**config.mk**
```make
export PLATFORM = sky130hd
export DESIGN_NAME = tpp_ctrl
export DESIGN_NICKNAME = d
export VERILOG_FILES = /design/src/tpp_pkg.sv /design/src/tpp_ctrl.sv
export SDC_FILE = /design/constraint.sdc
export NUM_CORES = 1
export LEC_CHECK = 0
export ABC_CLOCK_PERIOD_IN_PS = 4300
export BUFFER_PORTS_ARGS = -buffer_cell sky130_fd_sc_hd__buf_2
export CORE_MARGIN = 4
export CORE_UTILIZATION = 40
export DETAILED_ROUTE_END_ITERATION = 7
export GPL_TIMING_DRIVEN = 0
export REMOVE_ABC_BUFFERS = 1
export SLEW_MARGIN = 40
export SYNTH_ARGS = -nofsm -noshare
export SYNTH_HDL_FRONTEND = slang
export SYNTH_SLANG_ARGS = --single-unit
```
**constraint.sdc**
```tcl
create_clock -name clk -period 4.3 [get_ports clk]
set_clock_uncertainty 0.05 [all_clocks]
set_input_delay 0.43 -clock clk [delete_from_list [all_inputs] [get_ports clk]]
set_output_delay 0.43 -clock clk [all_outputs]
set_load 0.02 [all_outputs]
```
**src/tpp_pkg.sv**
```systemverilog
// ----------------------------------------------------------------------------
// tpp_pkg
// shared types and constants of the timecode pid pll
// ----------------------------------------------------------------------------
package tpp_pkg;

	localparam logic [31:0] ONE_Q24     = 32'd16777216;
	localparam logic [63:0] RATIO_MIN   = 64'd8388608;
	localparam logic [63:0] RATIO_MAX   = 64'd33554432;
	localparam logic [63:0] ONE_SEC_Q32 = 64'd4294967296;
	localparam logic [31:0] MIN_TICK    = 32'd66;
	localparam logic [63:0] LOCK_MAG    = 64'd4294967;
	localparam logic [63:0] S64_MAX     = 64'h7fff_ffff_ffff_ffff;
	localparam logic [63:0] S64_MIN     = 64'h8000_0000_0000_0000;

	localparam logic [31:0] KP_RESET  = 32'd14758011;
	localparam logic [31:0] KI_RESET  = 32'd6623376;
	localparam logic [31:0] KD_RESET  = 32'd0;
	localparam logic [62:0] MAXI_RESET = 63'd10879276715;

	typedef enum logic [1:0] {
		REG_KP   = 2'd0,
		REG_KI   = 2'd1,
		REG_KD   = 2'd2,
		REG_MAXI = 2'd3
	} reg_idx_t;

	// datapath operations, one per sequencer step
	typedef enum logic [3:0] {
		OP_ERR,
		OP_CHG,
		OP_JUMP,
		OP_DIV_START,
		OP_INT_MUL,
		OP_INT_ACC,
		OP_P_MUL,
		OP_I_MUL,
		OP_D_MUL,
		OP_RATIO,
		OP_Q_MUL,
		OP_Q_ADD,
		OP_Q_RAW,
		OP_NONE
	} op_t;

	typedef enum logic [3:0] {
		ST_IDLE,
		ST_ERR,
		ST_CHG,
		ST_JUMP,
		ST_INT_MUL,
		ST_INT_ACC,
		ST_P_MUL,
		ST_I_MUL,
		ST_DIV_WAIT,
		ST_D_MUL,
		ST_RATIO,
		ST_Q_MUL,
		ST_Q_ADD,
		ST_MUL_WAIT,
		ST_OUT
	} state_t;

	typedef struct packed {
		op_t  op;
		logic mul_go;
	} cmd_t;

	typedef struct packed {
		logic big_jump;
		logic mul_done;
		logic div_done;
	} sts_t;

	function automatic logic [63:0] sat_add(input logic [63:0] a, input logic [63:0] b);
		logic [63:0] r;
		r = a + b;
		if (a[63] == b[63] && r[63] != a[63])
			return a[63] ? S64_MIN : S64_MAX;
		return r;
	endfunction

	function automatic logic [63:0] sat_sub(input logic [63:0] a, input logic [63:0] b);
		logic [63:0] r;
		r = a - b;
		if (a[63] != b[63] && r[63] != a[63])
			return a[63] ? S64_MIN : S64_MAX;
		return r;
	endfunction

	function automatic logic [63:0] mag64(input logic [63:0] a);
		return a[63] ? (64'd0 - a) : a;
	endfunction

	function automatic logic [63:0] signed_mag(input logic [63:0] m, input logic neg);
		if (neg)
			return m[63] ? S64_MIN : (64'd0 - m);
		return m[63] ? S64_MAX : m;
	endfunction

endpackage

```
**src/tpp_ctrl.sv**
```systemverilog
// ----------------------------------------------------------------------------
// tpp_ctrl
// sequencer for update and query transactions
// ----------------------------------------------------------------------------
module tpp_ctrl
	import tpp_pkg::*;
(
	input  logic clk,
	input  logic arst_n,
	input  logic in_valid,
	input  logic in_type,
	input  logic started,
	input  logic out_stall,
	output logic in_stall,
	output logic out_valid,
	output logic res_load,
	output logic load,
	output cmd_t cmd,
	input  sts_t sts
);

	state_t state_q, state_n;
	logic   mul_pending_q;
	logic   entry_q;

	always_ff @(posedge clk or negedge arst_n) begin
		if (!arst_n) begin
			state_q       <= ST_IDLE;
			mul_pending_q <= 1'b0;
			entry_q       <= 1'b0;
		end else begin
			state_q       <= state_n;
			mul_pending_q <= cmd.mul_go;
			entry_q       <= state_n != state_q;
		end
	end

	// result registers load once the previous result has gone
	assign res_load = state_q == ST_OUT && !out_valid;

	// out_valid is its own register so a finished result holds while stalled
	always_ff @(posedge clk or negedge arst_n) begin
		if (!arst_n)
			out_valid <= 1'b0;
		else if (res_load)
			out_valid <= 1'b1;
		else if (out_valid && !out_stall)
			out_valid <= 1'b0;
	end

	always_comb begin
		state_n    = state_q;
		cmd.op     = OP_NONE;
		cmd.mul_go = 1'b0;
		in_stall   = 1'b1;
		load       = 1'b0;
		unique case (state_q)
			ST_IDLE: begin
				in_stall = 1'b0;
				if (in_valid) begin
					load    = 1'b1;
					state_n = in_type ? (started ? ST_Q_MUL : ST_Q_ADD) : ST_ERR;
				end
			end
			ST_ERR:  begin cmd.op = OP_ERR; state_n = ST_CHG; end
			ST_CHG:  begin cmd.op = OP_CHG; state_n = ST_JUMP; end
			ST_JUMP: begin
				cmd.op = OP_JUMP;
				state_n = sts.big_jump ? ST_OUT : ST_INT_MUL;
			end
			ST_INT_MUL: begin
				cmd.op = OP_DIV_START; cmd.mul_go = 1'b1; state_n = ST_INT_ACC;
			end
			ST_INT_ACC: begin
				cmd.op = OP_INT_ACC;
				if (sts.mul_done && !mul_pending_q) begin
					state_n = ST_P_MUL; cmd.mul_go = 1'b0;
				end
			end
			ST_P_MUL: begin
				cmd.op = OP_P_MUL;
				if (sts.mul_done) state_n = ST_I_MUL;
			end
			ST_I_MUL: begin
				cmd.op = OP_I_MUL;
				if (sts.mul_done) state_n = ST_DIV_WAIT;
			end
			ST_DIV_WAIT: begin
				cmd.op = OP_INT_MUL;
				if (sts.div_done) state_n = ST_D_MUL;
			end
			ST_D_MUL: begin
				cmd.op = OP_D_MUL;
				if (sts.mul_done) state_n = ST_RATIO;
			end
			ST_RATIO: begin cmd.op = OP_RATIO; state_n = ST_OUT; end
			ST_Q_MUL: begin
				cmd.op = OP_Q_MUL;
				if (sts.mul_done) state_n = ST_Q_ADD;
			end
			ST_Q_ADD: begin
				cmd.op = started ? OP_Q_ADD : OP_Q_RAW; state_n = ST_OUT;
			end
			ST_MUL_WAIT: state_n = ST_IDLE;
			ST_OUT: if (!out_valid) state_n = ST_IDLE;
			default: state_n = ST_IDLE;
		endcase
		// start the multiplier in the first cycle of every gain and query multiply step,
		// once that step's operands are selected
		if (entry_q && (state_q == ST_P_MUL || state_q == ST_I_MUL ||
				state_q == ST_D_MUL || state_q == ST_Q_MUL))
			cmd.mul_go = 1'b1;
	end

endmodule

```
==> results of run 1 <==
==> logic make-up after synthesis <==
family / share of synthesized area [%]
XOR/XNOR: 2.55
buffers and inverters: 7.63
multiplexers: 2.91
AND/OR/NAND/NOR: 31.8
AO/OA/AOI/OAI: 29.6
flip-flops: 25.5
==> worst max-delay path, delay by kind of cell (launching register included) <==
kind            cells  cell delay [ns]
buf+inv             2             0.43
flops               1             0.78
compound gates      2             0.36
==> timing repair <==
item                                    in CTS  in global routing
endpoints found under the hold margin        7                  0
hold buffers                                 1                  0
endpoints found under the setup margin       0                  0
==> cell type report <==
type	count	area (sq um)	area share [%]
multi-input cells	66	460	58.4
flip-flops and latches	7	175	22.2
repair buffers	18	95.1	12.1
clock buffers	4	26.3	3.33
well taps	16	20.0	2.54
inverters	3	11.3	1.43
==> state kept, by name, summed over array words and instances, names as in the netlist <==
register,cells
mul_pending_q,1
entry_q,1
out_valid,1
state_q,4
==> cell usage after synthesis (all sizes together) <==
cell,count
nor3,2
a211o,1
nor2b,1
nor4bb,1
o21a,1
a22oi,1
o211ai,2
a221o,1
nor2,5
a21boi,1
nand4,3
a211oi,1
o221a,1
and3,1
a21oi,5
or2b,3
nand2b,6
nand2,4
nand3,4
o2111ai,2
buf,6
xnor2,2
nor3b,1
a31oi,1
a41oi,1
o22ai,1
and2,2
a21o,2
dfrtp,7
o21ai,5
nor4,1
nand3b,1
mux2i,2
o31ai,1
inv,3
==> worst max path at each step <==
stage	startpoint	to	slack (ns)	cells past startpoint
after floorplan	state_q[2]	cmd[0]	2.39	2
after global placement	state_q[1]	cmd[1]	2.29	4
after detailed placement	state_q[1]	cmd[1]	2.26	4
after CTS	state_q[1]	cmd[1]	1.99	4
after global routing	state_q[1]	cmd[1]	1.80	4
final	state_q[1]	cmd[1]	1.99	4
==> metrics by stage <==
step,total power [uW],worst slack (ns),util [%],std cells,hold slack (ns)
floorplan,486,2.39,-,76,0.0844
global placement,599,2.29,48.2,109,0.218
detailed placement,602,2.26,48.2,109,0.218
CTS,664,1.99,50.6,114,0.335
global route,727,1.80,50.6,114,0.330
finish,664,1.99,50.6,114,0.333
==> report_power, final <==
part / switching [uW] / internal, uW
Sequential: 115 / 93.3
Combinational: 215 / 181
Clock: 24.4 / 35.4
==> per-layer routing <==
metal / share of wire (%) / track usage, %
met4: 0 / 5.53
met5: 0 / 0
met3: 4.5 / 3.01
met1: 46 / 19.9
met2: 49 / 23.4
==> cell usage in the layout, fill, tap and decap left out, types with 2 or more instances in the layout <==
master      n
o21ai_0     4
a21oi_1     5
nand4_1     3
nand2_1     4
nand2b_1    6
nor3_1      2
nor2_1      5
dfrtp_1     7
nand3_1     3
buf_2      17
xnor2_1     2
and2_1      2
a21o_1      2
o211ai_2    2
mux2i_1     2
o2111ai_1   2
clkbuf_4    3
inv_1       3
or2b_1      3
==> impl_metrics.json, run 1 <==
{
  "worstPathArrival_ns": 1.83,
  "htree_levels": 1,
  "cp-end-kind": "output port",
  "io_buffers": 17,
  "yosys.area.top_type": "dfrtp_1",
  "fin_crit_sh_pct": 53.6,
  "start_util_pct": 44.1,
  "cpPeakStageDelay_ns": 0.78,
  "finalSetupTns_ns": 0,
  "yosys_warnings": 0,
  "die_y_um": 49.5,
  "clock_path_buffers": 2,
  "yosysUniqueCellTypes": 39,
  "post_cts_buffers": 0,
  "power_density_nw_per_um2": 842,
  "ant_nets": 0,
  "worst_pin_slew_ns": 0.774,
  "detail_route.wirelength_um": 1660,
  "design_area_sq_um": 788,
  "grt-ovfl-total": 0,
  "final_nets": 108,
  "gp_congestion": 0.726,
  "vias": 682,
  "hold_violations": 0,
  "relSlewSlack_pct": 48.4,
  "rrSetupSlack_ns": 2.36,
  "holdPathEnd": "out_valid",
  "cap_violations": 0,
  "wire_per_inst_um": 14.5,
  "synth.avg_cell_area_sq_um": 8.39,
  "cp-start-kind": "register",
  "post-route-min-period_ns": 2.31,
  "outcome": "finished clean",
  "cts_resized": 0,
  "max_freq_mhz": 434,
  "synth_top_area_share_pct": 25.5,
  "root_buffer": "clkbuf_4",
  "first_pass_iters": 4,
  "yosys-top-cells-area": "dfrtp_1, nand2b_1, a21oi_1",
  "cts_tree": "built",
  "reg2reg_from": "state_q[2]",
  "rsz0062_at_grt": "no",
  "antenna_found_initial": 0,
  "routed_via_density": 5.98,
  "clock_latency_ns": 0.25,
  "drc": 0,
  "rr_endpoint": "entry_q",
  "mappedNetlistArea_sq_um": 688,
  "slowest_stage": "dfrtp_1",
  "core_area_sq_um": 1560,
  "grt_pass1_wl_um": 2870,
  "peakVddDrop_mv": 0.339,
  "row_count": 14,
  "hold_path.class": "input port to register",
  "numClockSinks": 7,
  "drt_iter0_drc": 6,
  "netlist_instances": 82,
  "yosysSeqAreaShare_pct": 25.5,
  "dp_hpwl_um": 1150,
  "slew_violations": 0,
  "grt_pass1_vias": 617,
  "power.leakage_uw": 0.000344,
  "io_pins": 18,
  "setup_viol": 0,
  "place_area_sq_um": 752,
  "worstHoldPathCells": 2,
  "track_usage_pct": 14.8,
  "ys_seq_elements": 7,
  "syn_to_final_growth_pct": 14.5,
  "crit_chain": "inv_1 > a21o_1 > a21oi_1 > buf_2",
  "hp-start": "out_stall",
  "grt_max_degree": 23,
  "crit_type": "register to output port",
  "fill_cells": 150,
  "path_clk_slew_ns": 0.05,
  "reg2reg_depth": 5,
  "die_w_um": 49.5,
  "diodes": 0,
  "worstPathRequired_ns": 3.82,
  "die_area_sq_um": 2450,
  "path_max_fanout": 20,
  "numCtsBuffers": 3,
  "drive_above_1_share_pct": 26.5
}
(Power assumes the default switching activity.)
==> inputs of run 2 (changes only) <==
--- a/config.mk
+++ b/config.mk
@@ -5,12 +5,13 @@
 export SDC_FILE = /design/constraint.sdc
 export NUM_CORES = 1
 export LEC_CHECK = 0
-export ABC_CLOCK_PERIOD_IN_PS = 4300
+export ABC_CLOCK_PERIOD_IN_PS = 2000
 export BUFFER_PORTS_ARGS = -buffer_cell sky130_fd_sc_hd__buf_2
 export CORE_MARGIN = 4
 export CORE_UTILIZATION = 40
 export DETAILED_ROUTE_END_ITERATION = 7
 export GPL_TIMING_DRIVEN = 0
+export PLACE_DENSITY = 0.66
 export REMOVE_ABC_BUFFERS = 1
 export SLEW_MARGIN = 40
 export SYNTH_ARGS = -nofsm -noshare
==> constraint.sdc (replaced) <==
create_clock -name clk -period 2 [get_ports clk]
set_clock_uncertainty 0.05 [all_clocks]
set_input_delay 0.2 -clock clk [delete_from_list [all_inputs] [get_ports clk]]
set_output_delay 0.2 -clock clk [all_outputs]
set_load 0.02 [all_outputs]
==> impl_metrics.json, run 2 (same netlist as run 1, synthesis figures left out) <==
{
  "syn_to_final_growth_pct": 15.1,
  "io_pins": 18,
  "post-route-min-period_ns": 1.88,
  "cpPeakStageDelay_ns": 0.56,
  "slowest_stage": "dfrtp_1",
  "rsz0062_at_grt": "no",
  "crit_chain": "nor4_4 > and2_1 > buf_2",
  "clock_path_buffers": 2,
  "holdPathEnd": "out_valid",
  "antenna_found_initial": 0,
  "htree_levels": 1,
  "worstHoldPathCells": 2,
  "final_cell_mix": "buf_2, nand2b_1, nor2_1, a21oi_1",
  "worstPathArrival_ns": 1.63,
  "gp_congestion": 0.767,
  "worst_pin_slew_ns": 0.502,
  "routed_via_density": 6.03,
  "fill_cells": 157,
  "fin_crit_sh_pct": 94.2,
  "ant_nets": 0,
  "power.internal_uw": 672,
  "max_freq_mhz": 531,
  "clock_latency_ns": 0.25,
  "grt_pass1_vias": 613,
  "reg2reg_depth": 5,
  "cp-end-kind": "output port",
  "post-place-ws_ns": 0.0569,
  "hp-start": "out_stall",
  "detail_route.wirelength_um": 1630,
  "numClockSinks": 7,
  "relSlewSlack_pct": 66.5,
  "vias": 687,
  "slew_violations": 0,
  "final_nets": 108,
  "reg2reg_from": "state_q[3]",
  "die_w_um": 49.5,
  "cp-start-kind": "register",
  "post_cts_buffers": 0,
  "hold_violations": 0,
  "fin_ws_ns": 0.117,
  "cap_violations": 0,
  "grt_max_degree": 23,
  "dp_hpwl_um": 1190,
  "track_usage_pct": 14.0,
  "setup_viol": 0,
  "switching_share_pct": 53.0,
  "drive_above_1_share_pct": 29.6,
  "root_buffer": "clkbuf_4",
  "final_common_cell": "buf_2",
  "power.leakage_uw": 0.000341,
  "peakVddDrop_mv": 0.749,
  "rrSetupSlack_ns": 0.21,
  "drc": 0,
  "core_area_sq_um": 1560,
  "first_pass_iters": 4,
  "combPwrFrac_pct": 59.9,
  "outcome": "finished clean",
  "grt-ovfl-total": 0,
  "p_switching_uw": 757,
  "pwr-share-seq_pct": 31.3,
  "finalSetupTns_ns": 0,
  "start_util_pct": 44.1,
  "power_density_nw_per_um2": 1800,
  "cts_tree": "built",
  "largest_reg_flops": 4,
  "die_area_sq_um": 2450,
  "worstPathRequired_ns": 1.75,
  "row_count": 14,
  "largest_register": "state_q",
  "numCtsBuffers": 3,
  "path_clk_slew_ns": 0.05,
  "io_buffers": 17,
  "wire_per_inst_um": 14.3,
  "diodes": 0,
  "path_max_fanout": 16,
  "crit_type": "register to output port",
  "drt_iter0_drc": 11,
  "hold_path.class": "input port to register",
  "rr_endpoint": "entry_q",
  "grt_pass1_wl_um": 2710,
  "die_y_um": 49.5,
  "p_clk_share_pct": 8.8
}
==> run 2: power groups by stage <==
stage,Sequential [uW],Clock (uW),Combinational [uW]
after global routing,465,138,953
after CTS,441,132,869
after floorplan,381,0,663
after global placement,433,0,846
after detailed placement,437,0,860
final,447,126,856
==> run 2: how the worst max path moves through the flow <==
| stage | slack (ns) | from | to |
|---|---|---|---|
| floorplan | 0.32 | state_q[2] | cmd[0] |
| global placement | 0.08 | state_q[2] | entry_q |
| detailed placement | 0.06 | state_q[2] | entry_q |
| CTS | 0.1 | state_q[0] | cmd[1] |
| global route | 0.01 | state_q[3] | load |
| finish | 0.12 | state_q[3] | load |
==> run 2: critical path, delay by kind of cell, from the launching register on <==
family                 cells  cell delay, ns
buffers and inverters      1            0.17
DFF                        1            0.56
and+or+nand+nor            2            0.66
==> run 2: metrics by stage <==
| step | utilization, % | power [uW] | cell area, sq um | hold slack, ns | cells |
|---|---|---|---|---|---|
| 2_1_floorplan | - | 1040 | 647 | -0.146 | 76 |
| 3_3_place_gp | 48.2 | 1280 | 752 | -0.0126 | 109 |
| 3_5_place_dp | 48.2 | 1300 | 752 | -0.0110 | 109 |
| 4_1_cts | 50.7 | 1440 | 791 | 0.102 | 114 |
| 5_1_grt | 50.8 | 1560 | 792 | 0.112 | 114 |
| 6_report | 50.8 | 1430 | 792 | 0.109 | 114 |
==> run 2: final cells by class <==
cell class	instances	area, sq um	share of cell area [%]
Tap cell	16	20.0	2.53
Multi-Input combinational cell	66	460	58.1
Timing Repair Buffer	18	95.1	12.0
Clock buffer	4	26.3	3.32
Inverter	3	11.3	1.42
Sequential cell	7	179	22.6
==> run 2: layer usage <==
layer	share of wire [%]	global-route usage (%)
met1	48	18.9
met2	47	22.1
met3	5.3	1.51
met4	0	6.91
met5	0	0
==> run 2: timing repair <==
| action | CTS | global route |
|---|---|---|
| gates cloned | 0 | 0 |
| resized for setup | 2 | 1 |
| hold buffers | 1 | 0 |
| endpoints found under the setup margin | 3 | 1 |
| hold endpoints to repair | 7 | 0 |
| pin swaps | 0 | 0 |
